--- src/rtl/ll2pc_pkg.sv ---
// Shared types, constants and the symbol lookup for the location code encoder.
// No dependencies; every other file in rtl/ imports this package.
package ll2pc_pkg;

  // Field widths
  localparam int LatInW    = 22;
  localparam int LonInW    = 23;
  localparam int SymW      = 7;
  localparam int DigitW    = 5;
  localparam int NumDigits = 5;
  localparam int NumSyms   = 2 * NumDigits;

  // Clamp limits in 1/8000 degree
  localparam int LatLimit = 720000;
  localparam int LonLimit = 1440000;

  // Digit steps in 1/8000 degree
  localparam int Step0 = 160000;
  localparam int Step1 = 8000;
  localparam int Step2 = 400;
  localparam int Step3 = 20;

  // Remainder widths after each digit (value below the step)
  localparam int Rem0W = 18;
  localparam int Rem1W = 13;
  localparam int Rem2W = 9;
  localparam int Rem3W = 5;

  // Reciprocal multipliers: shift = dividend bits + ceil(log2(step)),
  // multiplier = ceil(2^shift / step), exact over the whole dividend range.
  localparam int Shift0 = (LonInW - 1) + 18;
  localparam int Shift1 = Rem0W + 13;
  localparam int Shift2 = Rem1W + 9;
  localparam int Shift3 = Rem2W + 5;

  localparam longint Recip0 = ((longint'(1) << Shift0) + Step0 - 1) / Step0;
  localparam longint Recip1 = ((longint'(1) << Shift1) + Step1 - 1) / Step1;
  localparam longint Recip2 = ((longint'(1) << Shift2) + Step2 - 1) / Step2;
  localparam longint Recip3 = ((longint'(1) << Shift3) + Step3 - 1) / Step3;

  // Product widths: the quotient sits in the top DigitW bits
  localparam int Prod0W = Shift0 + DigitW;
  localparam int Prod1W = Shift1 + DigitW;
  localparam int Prod2W = Shift2 + DigitW;
  localparam int Prod3W = Shift3 + DigitW;

  // Pipeline depth: clamp, then a multiply and a subtract step per digit but the last
  localparam int LaneStages = 1 + 2 * (NumDigits - 1);
  localparam int NumStages  = LaneStages + 1;

  typedef logic [NumDigits-1:0][DigitW-1:0] digits_t;
  typedef logic [NumSyms-1:0][SymW-1:0]     syms_t;

  // Per-stage load enables shared by both lanes and the merge register
  typedef struct packed {
    logic [LaneStages-1:0] adv;
    logic                  out_ld;
  } ll2pc_ctrl_t;

  // Map a base-20 digit to its ASCII symbol; out-of-range digits take the last one
  function automatic logic [SymW-1:0] sym_of(input logic [DigitW-1:0] digit);
    logic [SymW-1:0] sym;
    unique case (digit)
      5'd0:    sym = 7'd50;  // '2'
      5'd1:    sym = 7'd51;  // '3'
      5'd2:    sym = 7'd52;  // '4'
      5'd3:    sym = 7'd53;  // '5'
      5'd4:    sym = 7'd54;  // '6'
      5'd5:    sym = 7'd55;  // '7'
      5'd6:    sym = 7'd56;  // '8'
      5'd7:    sym = 7'd57;  // '9'
      5'd8:    sym = 7'd67;  // 'C'
      5'd9:    sym = 7'd70;  // 'F'
      5'd10:   sym = 7'd71;  // 'G'
      5'd11:   sym = 7'd72;  // 'H'
      5'd12:   sym = 7'd74;  // 'J'
      5'd13:   sym = 7'd77;  // 'M'
      5'd14:   sym = 7'd80;  // 'P'
      5'd15:   sym = 7'd81;  // 'Q'
      5'd16:   sym = 7'd82;  // 'R'
      5'd17:   sym = 7'd86;  // 'V'
      5'd18:   sym = 7'd87;  // 'W'
      default: sym = 7'd88;  // 'X'
    endcase
    return sym;
  endfunction

endpackage

--- src/rtl/ll2pc_lane.sv ---
// One coordinate lane: clamp and offset, then four pipelined base-20 digit steps.
// Depends on ll2pc_pkg; load enables come from the top-level stage control.
module ll2pc_lane #(
  parameter int InW   = ll2pc_pkg::LonInW,
  parameter int Limit = ll2pc_pkg::LonLimit
) (
  input  logic                    clk_i,
  input  ll2pc_pkg::ll2pc_ctrl_t  ctrl_i,
  input  logic signed [InW-1:0]   coord_i,
  output ll2pc_pkg::digits_t      digits_o
);
  import ll2pc_pkg::*;

  localparam int W = InW - 1;

  // Stage 0: clamp and offset
  logic signed [InW:0] x_ext, lim_pos, lim_neg, clamped, shifted;
  logic [W-1:0]        v_d, v_q;

  // Stage 1/2: first digit
  logic [Prod0W-1:0]   prod0;
  logic [DigitW-1:0]   q0_d, q0_q;
  logic [W-1:0]        v1_q;
  logic [Rem0W-1:0]    r0_d, r0_q;
  logic [DigitW-1:0]   dg2_q;

  // Stage 3/4: second digit
  logic [Prod1W-1:0]   prod1;
  logic [DigitW-1:0]   q1_d, q1_q;
  logic [Rem0W-1:0]    r0s3_q;
  logic [DigitW-1:0]   dg3_q;
  logic [Rem1W-1:0]    r1_d, r1_q;
  logic [1:0][DigitW-1:0] dg4_q, dg5_q;

  // Stage 5/6: third digit
  logic [Prod2W-1:0]   prod2;
  logic [DigitW-1:0]   q2_d, q2_q;
  logic [Rem1W-1:0]    r1s5_q;
  logic [Rem2W-1:0]    r2_d, r2_q;
  logic [2:0][DigitW-1:0] dg6_q, dg7_q;

  // Stage 7/8: fourth digit, remainder is the last digit
  logic [Prod3W-1:0]   prod3;
  logic [DigitW-1:0]   q3_d, q3_q;
  logic [Rem2W-1:0]    r2s7_q;
  logic [Rem3W-1:0]    r3_d, r3_q;
  logic [3:0][DigitW-1:0] dg8_q;

  // Clamp to +-Limit and shift to a non-negative count
  always_comb begin
    x_ext   = {coord_i[InW-1], coord_i};
    lim_pos = (InW + 1)'(Limit);
    lim_neg = -lim_pos;
    if (x_ext > lim_pos) begin
      clamped = lim_pos;
    end else if (x_ext < lim_neg) begin
      clamped = lim_neg;
    end else begin
      clamped = x_ext;
    end
    shifted = clamped + lim_pos;
    v_d     = shifted[W-1:0];
  end

  // Quotient estimates by reciprocal multiply
  always_comb begin
    prod0 = Prod0W'(v_q) * Prod0W'(Recip0);
    q0_d  = prod0[Shift0 +: DigitW];
    prod1 = Prod1W'(r0_q) * Prod1W'(Recip1);
    q1_d  = prod1[Shift1 +: DigitW];
    prod2 = Prod2W'(r1_q) * Prod2W'(Recip2);
    q2_d  = prod2[Shift2 +: DigitW];
    prod3 = Prod3W'(r2_q) * Prod3W'(Recip3);
    q3_d  = prod3[Shift3 +: DigitW];
  end

  // Remainders: subtract quotient times step
  always_comb begin
    r0_d = Rem0W'(v1_q - W'(q0_q) * W'(Step0));
    r1_d = Rem1W'(r0s3_q - Rem0W'(q1_q) * Rem0W'(Step1));
    r2_d = Rem2W'(r1s5_q - Rem1W'(q2_q) * Rem1W'(Step2));
    r3_d = Rem3W'(r2s7_q - Rem2W'(q3_q) * Rem2W'(Step3));
  end

  // Advance each stage when the shared control loads it
  always_ff @(posedge clk_i) begin
    if (ctrl_i.adv[0]) begin
      v_q <= v_d;
    end
    if (ctrl_i.adv[1]) begin
      q0_q <= q0_d;
      v1_q <= v_q;
    end
    if (ctrl_i.adv[2]) begin
      dg2_q <= q0_q;
      r0_q  <= r0_d;
    end
    if (ctrl_i.adv[3]) begin
      dg3_q  <= dg2_q;
      q1_q   <= q1_d;
      r0s3_q <= r0_q;
    end
    if (ctrl_i.adv[4]) begin
      dg4_q <= {q1_q, dg3_q};
      r1_q  <= r1_d;
    end
    if (ctrl_i.adv[5]) begin
      dg5_q  <= dg4_q;
      q2_q   <= q2_d;
      r1s5_q <= r1_q;
    end
    if (ctrl_i.adv[6]) begin
      dg6_q <= {q2_q, dg5_q};
      r2_q  <= r2_d;
    end
    if (ctrl_i.adv[7]) begin
      dg7_q  <= dg6_q;
      q3_q   <= q3_d;
      r2s7_q <= r2_q;
    end
    if (ctrl_i.adv[8]) begin
      dg8_q <= {q3_q, dg7_q};
      r3_q  <= r3_d;
    end
  end

  assign digits_o = {r3_q, dg8_q};

endmodule

--- src/rtl/ll2pc_merge.sv ---
// Merge stage: maps both lanes' digits to symbols and interleaves them, latitude first.
// Depends on ll2pc_pkg; holds the output register.
module ll2pc_merge (
  input  logic                   clk_i,
  input  ll2pc_pkg::ll2pc_ctrl_t ctrl_i,
  input  ll2pc_pkg::digits_t     lat_digits_i,
  input  ll2pc_pkg::digits_t     lon_digits_i,
  output ll2pc_pkg::syms_t       syms_o
);
  import ll2pc_pkg::*;

  syms_t sym_d, sym_q;

  // Interleave lanes through the alphabet lookup
  always_comb begin
    for (int i = 0; i < NumDigits; i++) begin
      sym_d[2 * i]     = sym_of(lat_digits_i[i]);
      sym_d[2 * i + 1] = sym_of(lon_digits_i[i]);
    end
  end

  // Hold the result until the output stage is loaded again
  always_ff @(posedge clk_i) begin
    if (ctrl_i.out_ld) begin
      sym_q <= sym_d;
    end
  end

  assign syms_o = sym_q;

endmodule

--- src/rtl/latlon_to_plus_code_unit.sv ---
// Latitude/longitude to 10-symbol location code encoder, top level.
// Throughput: one transaction per cycle while the output is not stalled; ten
// pipeline stages each hold one, and a stall on the output lets empty stages
// upstream keep filling.
// Reset (rst_ni, asynchronous, active low) clears the stage valid flags only.
// Depends on ll2pc_pkg, ll2pc_lane and ll2pc_merge.
module latlon_to_plus_code_unit (
  input  logic                                  clk_i,
  input  logic                                  rst_ni,
  input  logic                                  in_valid_i,
  output logic                                  in_stall_o,
  input  logic signed [ll2pc_pkg::LatInW-1:0]   lat_units_i,
  input  logic signed [ll2pc_pkg::LonInW-1:0]   lon_units_i,
  output logic                                  out_valid_o,
  input  logic                                  out_stall_i,
  output logic [ll2pc_pkg::SymW-1:0]            sym_0_o,
  output logic [ll2pc_pkg::SymW-1:0]            sym_1_o,
  output logic [ll2pc_pkg::SymW-1:0]            sym_2_o,
  output logic [ll2pc_pkg::SymW-1:0]            sym_3_o,
  output logic [ll2pc_pkg::SymW-1:0]            sym_4_o,
  output logic [ll2pc_pkg::SymW-1:0]            sym_5_o,
  output logic [ll2pc_pkg::SymW-1:0]            sym_6_o,
  output logic [ll2pc_pkg::SymW-1:0]            sym_7_o,
  output logic [ll2pc_pkg::SymW-1:0]            sym_8_o,
  output logic [ll2pc_pkg::SymW-1:0]            sym_9_o
);
  import ll2pc_pkg::*;

  logic [NumStages-1:0] vld_d, vld_q;
  logic [NumStages:0]   rdy;
  ll2pc_ctrl_t          ctrl;
  digits_t              lat_digits, lon_digits;
  syms_t                syms;

  // A stage can load when it is empty or its contents move on
  always_comb begin
    rdy[NumStages] = !out_stall_i;
    for (int k = NumStages - 1; k >= 0; k--) begin
      rdy[k] = !vld_q[k] || rdy[k+1];
    end
  end

  // Advance valid flags along the pipeline
  always_comb begin
    vld_d[0] = rdy[0] ? in_valid_i : vld_q[0];
    for (int k = 1; k < NumStages; k++) begin
      vld_d[k] = rdy[k] ? vld_q[k-1] : vld_q[k];
    end
  end

  always_ff @(posedge clk_i or negedge rst_ni) begin
    if (!rst_ni) begin
      vld_q <= '0;
    end else begin
      vld_q <= vld_d;
    end
  end

  assign ctrl.adv    = rdy[LaneStages-1:0];
  assign ctrl.out_ld = rdy[NumStages-1];

  assign in_stall_o  = !rdy[0];
  assign out_valid_o = vld_q[NumStages-1];

  // Latitude and longitude lanes
  ll2pc_lane #(
    .InW   (LatInW),
    .Limit (LatLimit)
  ) u_lat_lane (
    .clk_i    (clk_i),
    .ctrl_i   (ctrl),
    .coord_i  (lat_units_i),
    .digits_o (lat_digits)
  );

  ll2pc_lane #(
    .InW   (LonInW),
    .Limit (LonLimit)
  ) u_lon_lane (
    .clk_i    (clk_i),
    .ctrl_i   (ctrl),
    .coord_i  (lon_units_i),
    .digits_o (lon_digits)
  );

  // Symbol mapping and output register
  ll2pc_merge u_merge (
    .clk_i        (clk_i),
    .ctrl_i       (ctrl),
    .lat_digits_i (lat_digits),
    .lon_digits_i (lon_digits),
    .syms_o       (syms)
  );

  assign sym_0_o = syms[0];
  assign sym_1_o = syms[1];
  assign sym_2_o = syms[2];
  assign sym_3_o = syms[3];
  assign sym_4_o = syms[4];
  assign sym_5_o = syms[5];
  assign sym_6_o = syms[6];
  assign sym_7_o = syms[7];
  assign sym_8_o = syms[8];
  assign sym_9_o = syms[9];

  // Input is held off only when every stage is occupied
  a_stall_full: assert property (@(posedge clk_i) disable iff (!rst_ni)
    in_stall_o |-> (&vld_q))
    else $error("input stalled with an empty pipeline stage");

  // Clamped latitude never yields a top digit above nine
  a_lat_top: assert property (@(posedge clk_i) disable iff (!rst_ni)
    out_valid_o |-> (sym_0_o <= sym_of(5'd9)))
    else $error("latitude top digit beyond clamp range");

  // Clamped longitude never yields a top digit above eighteen
  a_lon_top: assert property (@(posedge clk_i) disable iff (!rst_ni)
    out_valid_o |-> (sym_1_o <= sym_of(5'd18)))
    else $error("longitude top digit beyond clamp range");

  // A stalled result stays in the output register
  a_out_hold: assert property (@(posedge clk_i) disable iff (!rst_ni)
    (out_valid_o && out_stall_i) |=> $stable(syms))
    else $error("output register changed under stall");

endmodule

--- config.mk ---
export PLATFORM = sky130hd
export DESIGN_NAME = latlon_to_plus_code_unit
export DESIGN_NICKNAME = d
export VERILOG_FILES = /design/src/rtl/ll2pc_pkg.sv /design/src/rtl/ll2pc_lane.sv /design/src/rtl/ll2pc_merge.sv /design/src/rtl/latlon_to_plus_code_unit.sv
export SDC_FILE = /design/constraint.sdc
export NUM_CORES = 2
export LEC_CHECK = 0
export BUFFER_PORTS_ARGS = -buffer_cell sky130_fd_sc_hd__buf_2
export CORE_ASPECT_RATIO = 1.25
export CORE_MARGIN = 4
export CORE_UTILIZATION = 31
export CTS_CLUSTER_DIAMETER = 50
export CTS_CLUSTER_SIZE = 40
export DETAILED_ROUTE_END_ITERATION = 6
export GPL_ROUTABILITY_DRIVEN = 1
export PLACE_DENSITY = 0.46
export SLEW_MARGIN = 5
export SYNTH_ARGS = -nofsm -noshare
export SYNTH_HDL_FRONTEND = slang
export SYNTH_SLANG_ARGS = --single-unit
--- constraint.sdc ---
create_clock -name clk_i -period 17.2 [get_ports clk_i]
set_input_delay 2.58 -clock clk_i [delete_from_list [all_inputs] [get_ports clk_i]]
set_output_delay 2.58 -clock clk_i [all_outputs]
set_load 0.005 [all_outputs]
**Word level (Yosys, flattened, before mapping)**

Memories as Yosys holds them, arrays and structs flattened. A register that Yosys moved wholly into a read port is not among the register bits.
Cells that the tools add are included.

- Register bits after elaboration: 425
- Memory bits (read-only): 2240
- Input port bits: 49
- Output and inout bits: 72
- Word-level logic and storage cells: 134
- Memories: 10

Memories:

| name | words | bits a word | read ports | clocked after memory_dff | write ports | line | text |
|---|---|---|---|---|---|---|---|
| (name not given) | 32 | 7 | 1 | 1 | 0 | ll2pc_pkg.sv:63 | `unique case (digit)` |
| (name not given) | 32 | 7 | 1 | 1 | 0 | ll2pc_pkg.sv:63 |  |
| (name not given) | 32 | 7 | 1 | 1 | 0 | ll2pc_pkg.sv:63 |  |
| (name not given) | 32 | 7 | 1 | 1 | 0 | ll2pc_pkg.sv:63 |  |
| (name not given) | 32 | 7 | 1 | 1 | 0 | ll2pc_pkg.sv:63 |  |
| (name not given) | 32 | 7 | 1 | 1 | 0 | ll2pc_pkg.sv:63 |  |
| +4 memories | n/a | n/a | n/a | n/a | n/a | n/a |  |

- Add/subtract/negate cells: 10
- $mul: 16
- $lt $le $gt $ge: 4
- Mux-type cells: 4
- Reductions and logical operators: 22

Operator list:

| operator | number |
|---|---|
| 18-bit by 17-bit multiplier with 34-bit output, second input constant | 2 |
| 13-bit by 13-bit multiplier with 26-bit output, second input constant | 2 |
| 22-bit 2-to-1 mux | 2 |
| 22-bit by 21-bit multiplier with 43-bit output, second input constant | 1 |
| 21-bit by 21-bit multiplier with 42-bit output, second input constant | 1 |
| 21-bit 2-to-1 mux | 2 |
| 18-bit subtractor | 2 |
| 9-bit by 8-bit multiplier with 17-bit output, second input constant | 2 |
| 13-bit subtractor | 2 |
| 23-bit by 22-bit greater-than comparator with 1-bit output, second input constant | 1 |
| 23-bit by 22-bit less-than comparator with 1-bit output, second input constant | 1 |
| 22-bit adder, second input constant | 1 |
| 22-bit by 21-bit greater-than comparator with 1-bit output, second input constant | 1 |
| 22-bit by 21-bit less-than comparator with 1-bit output, second input constant | 1 |
| 21-bit adder, second input constant | 1 |
| 9-bit subtractor | 2 |
| 5-bit by 7-bit multiplier with 7-bit output, second input constant | 2 |
| 1-bit zero test | 12 |
| 1-bit logical OR | 10 |
| 4-bit by 10-bit multiplier with 10-bit output, second input constant | 1 |
| 5-bit by 10-bit multiplier with 10-bit output, second input constant | 1 |
| 5-bit by 3-bit multiplier with 3-bit output, second input constant | 2 |
| 5-bit by 4-bit multiplier with 5-bit output, second input constant | 2 |
| 5-bit subtractor | 2 |

**Longest topological paths before layout**

- Depth in word-level cells: 12
- Depth in mapped cells: 22
- Depth with buffers taken out: 22

**Hierarchy**

From an unflattened synthesis, not the netlist that was laid out.

- Cells, all modules: 4583
- Area, all modules: 52252.6 µm²

Modules (own cells, without submodules):

| module | instances | cells an instance | area each (µm²) | sequential area each (µm²) |
|---|---|---|---|---|
| ll2pc_lane at u_lon_lane | 1 | 2096 | 24060.6 | 6366.1 |
| ll2pc_lane at u_lat_lane | 1 | 2038 | 23268.6 | 6095.8 |
| ll2pc_merge | 1 | 410 | 4490.6 | 2102.0 |
| latlon_to_plus_code_unit | 1 | 39 | 432.9 | 250.2 |

**Least setup slack after synthesis**

OpenSTA, ideal clock, no wires.

- Kind: input to output
- Start point: in out_stall_i
- End point: out in_stall_o
- Data arrival time: 7.391 ns
- Required time: 14.620 ns
- Path slack: 7.229 ns
- Stages: 6
- Buffers on the path: 0
- Cells stage by stage: nand3_1 nor2_1 nand3_1 nor2_1 nand3_1 inv_1

RTL lines:

| what | line | text |
|---|---|---|
| start: declaration | latlon_to_plus_code_unit.sv:15 | `input logic out_stall_i,` |
| end: declaration | latlon_to_plus_code_unit.sv:11 | `output logic in_stall_o,` |

==> flow_summary.ini <==
[clocking]
clock_sinks = 495
post_cts_resized = 0
cts_hold_buf = 0
htreeDepth = 3
root_buffer = clkbuf_16
cts_made_buffers = 66
clk_latency_ps = 650
postCtsSetupRepairBufs = 0
clock_path_buffers = 3
clkTransAtPathRegs_ps = 60
tritoncts = built

[status]
outcome = finished clean

[timing]
finalHoldViolCount = 0
clock_skew_ps = 38.2
finalCriticalPeriod_ps = 7310
drv_slew = 0
maxSlewHeadroom = 0.218
period_share = 0.425
setup_tns_ps = 0
setup_viol = 0
fmax_mhz = 137
rsz0062_at_grt = no
worst_pin_slew_ps = 1170
timing.final.ws_setup_ps = 9890

[routing]
routed_wl_mm = 111
dr.pass1.iters = 6
vias = 30300
drtIter0Drc = 1084
viasPerCell = 4.40
remaining_drc_errors = 0
ant_nets = 0
wire_per_inst_um = 16.2

[synth]
synth_fp_nets = 6209
ys_ff_latch = 495
syn_inst = 4482
synth_top_area_cell = edfxtp_1
async_flop_share = 0.0202
synth_top_cell_area_share = 0.283
ys_warn_count = 0
synth.distinct_cells = 73
synthTopCellsByArea = edfxtp_1 28%, ha_1 26%, fa_1 23%, inv_1 9.2%, xnor2_1 1.8%
synth-edff-count = 485
netlist_area_sq_um = 51500
avgSynthCellArea_sq_um = 11.5
yosysSeqAreaShare = 0.288
synth_ff_type = edfxtp_1

[worst_setup_path]
cp_common_cell = nand3_2
slowest_delay_ps = 440
setup.worst_path.start_class = input port
critPathKind = in -> out
crit_fanout = 47
required_ps = 14620
crit_path_end_kind = output port
crit_arrival_ps = 4730
slowest_stage = nor2_1
worstPathCellList = buf_2, nand3_2, nor2_1, nand3_2, buf_4, nor2_1, nand3_2, buf_4, inv_1, buf_2

[floorplanning]
die-area_sq_um = 173000
die_h_um = 463
rows = 166
io-pin-count = 121
die_x_um = 372
start_util = 0.313
coreArea_sq_um = 164000

[final_layout]
layout.cells.non_filler = 6879
final_layout_size_suffix_gt1_frac = 0.0613
n_fill_cell = 16400
n_antenna_cell = 0
nNetsFinal = 6369
multi_input_area_sq_um = 31800
synthToLayoutAreaGrowth_pct = 11.1
seq_area_sq_um = 14800

[global_route]
grt_usage = 0.134
first_global_vias = 33100
grt_start_max_net_pins = 72
antenna_found_initial = 0
overflow = 0
grt_pass1_wl_mm = 181

[min_path]
holdCritPathClass = reg -> reg

[placed_design]
gp_congestion = 0.903
placed_cells = 6758
dp_slack_ps = 9840
dp.final_hpwl_mm = 94.7
port_buffers = 120

[flow_run]
drv_cap = 0
through the flow:
stage          area [sq um]  hold slack (ps)  utilization
3_5_place_dp          54700              405        0.333
4_1_cts               57100              390        0.348
6_report              57100              394        0.348
5_1_grt               57100              400        0.348
3_3_place_gp          54700              401        0.333
2_1_floorplan         51500              400            -
worst max-delay path, delay by kind of cell:
| kind | cells | cell delay, ps |
|---|---|---|
| and+or+nand+nor | 5 | 1060 |
| buffers and inverters | 5 | 1000 |
cells by family (layout without fill, tap and decap cells):
group | after synthesis | in the layout | share of synthesized area
buffers and inverters | 1291 | 1504 | 0.0944
AO/OA/AOI/OAI | 425 | 425 | 0.0532
AND/OR/NAND/NOR | 434 | 434 | 0.0430
flip-flops | 495 | 495 | 0.288
adder cells (fa/ha/maj) | 1678 | 1678 | 0.494
multiplexers | 6 | 6 | 0.00122
XOR/XNOR | 153 | 153 | 0.0260
cells in the mapped netlist (10+ instances only):
| library cell | number |
|---|---|
| ha_1 | 1087 |
| a21o_1 | 44 |
| nor4_1 | 13 |
| a31oi_1 | 15 |
| nand2b_1 | 24 |
| nand2_1 | 97 |
| a21oi_1 | 107 |
| nor2_1 | 95 |
| inv_1 | 1257 |
| nor3_1 | 29 |
| dfrtp_1 | 10 |
| o21ai_0 | 108 |
| clkbuf_1 | 26 |
| nor2b_1 | 33 |
| o21a_1 | 27 |
| edfxtp_1 | 485 |
| and3_1 | 25 |
| and2_1 | 10 |
| nand4_1 | 14 |
| xor2_1 | 50 |
| fa_1 | 591 |
| a211oi_1 | 14 |
| o211ai_1 | 14 |
| o22ai_1 | 12 |
| xnor2_1 | 103 |
| nand3_1 | 39 |
| or2_2 | 20 |
sequential cells by signal (all words and copies together) (netlist names), 10 cells and up:
signal and count:
vld_q 10, u_lon_lane.dg4_q 10, u_lon_lane.digits_o 20, u_lat_lane.r0s3_q 13, u_lon_lane.dg6_q 15, u_lon_lane.dg7_q 15
u_lon_lane.r0s3_q 13, u_lon_lane.r1_q 13, u_lat_lane.dg6_q 14, u_lat_lane.v1_q 18, u_lat_lane.v_q 21, u_lat_lane.dg7_q 14
u_lon_lane.v_q 22, u_lat_lane.digits_o 19, u_merge.syms_o 70, u_lat_lane.r0_q 18, u_lon_lane.v1_q 18, u_lon_lane.r0_q 18
u_lon_lane.dg5_q 10, u_lat_lane.r1_q 13
final timing paths:
| kind | start | endpoint | slack [ps] | cells after the start |
|---|---|---|---|---|
| worst max-delay path | out_stall_i | in_stall_o | 9890 | 10 |
| min in group asynchronous | rst_ni | vld_q[7]$_DFFE_PN0P_ | 1860 | 1 |
| max in group asynchronous | rst_ni | vld_q[3]$_DFFE_PN0P_ | 15010 | 1 |
| worst min-delay path | u_lon_lane.r1s5_q[3]$_DFFE_PP_ | u_lon_lane.r2_q[3]$_DFFE_PP_ | 390 | 0 |
| worst min register to register | u_lon_lane.r1s5_q[3]$_DFFE_PP_ | u_lon_lane.r2_q[3]$_DFFE_PP_ | 390 | 0 |
| worst max register to register | u_lon_lane.v_q[1]$_SDFFCE_PP0N_ | u_lon_lane.q0_q[4]$_DFFE_PP_ | 10110 | 21 |
layer usage:
metal  wire length, um  vias up  track usage  part of all wire
li1                  -    14900            -                 -
met1             48300    14800        0.169              0.43
met2             57500      347        0.242              0.52
met3              2850      138       0.0166             0.026
met4              2790        0       0.0337             0.025
met5                 0        -            0                 0
placed cells by master (no fill, tap or decap), types with 67 or more instances in the layout:
master,n
xnor2_1,103
ha_1,1087
nor2_1,95
inv_1,1255
nand2_1,94
clkbuf_16,67
o21ai_0,108
a21oi_1,107
fa_1,591
edfxtp_1,485
buf_2,120
final cells by class:
type,count,area share
multi-input combinational,2696,0.557
clock buffer,69,0.0295
timing repair buffer,126,0.0113
inverter,1257,0.0826
sequential,495,0.259
clock inverter,52,0.0130
tap,2184,0.0478
Power is not shown: default switching activity piles up to over one toggle a cycle in this logic, so the estimate is an artifact.
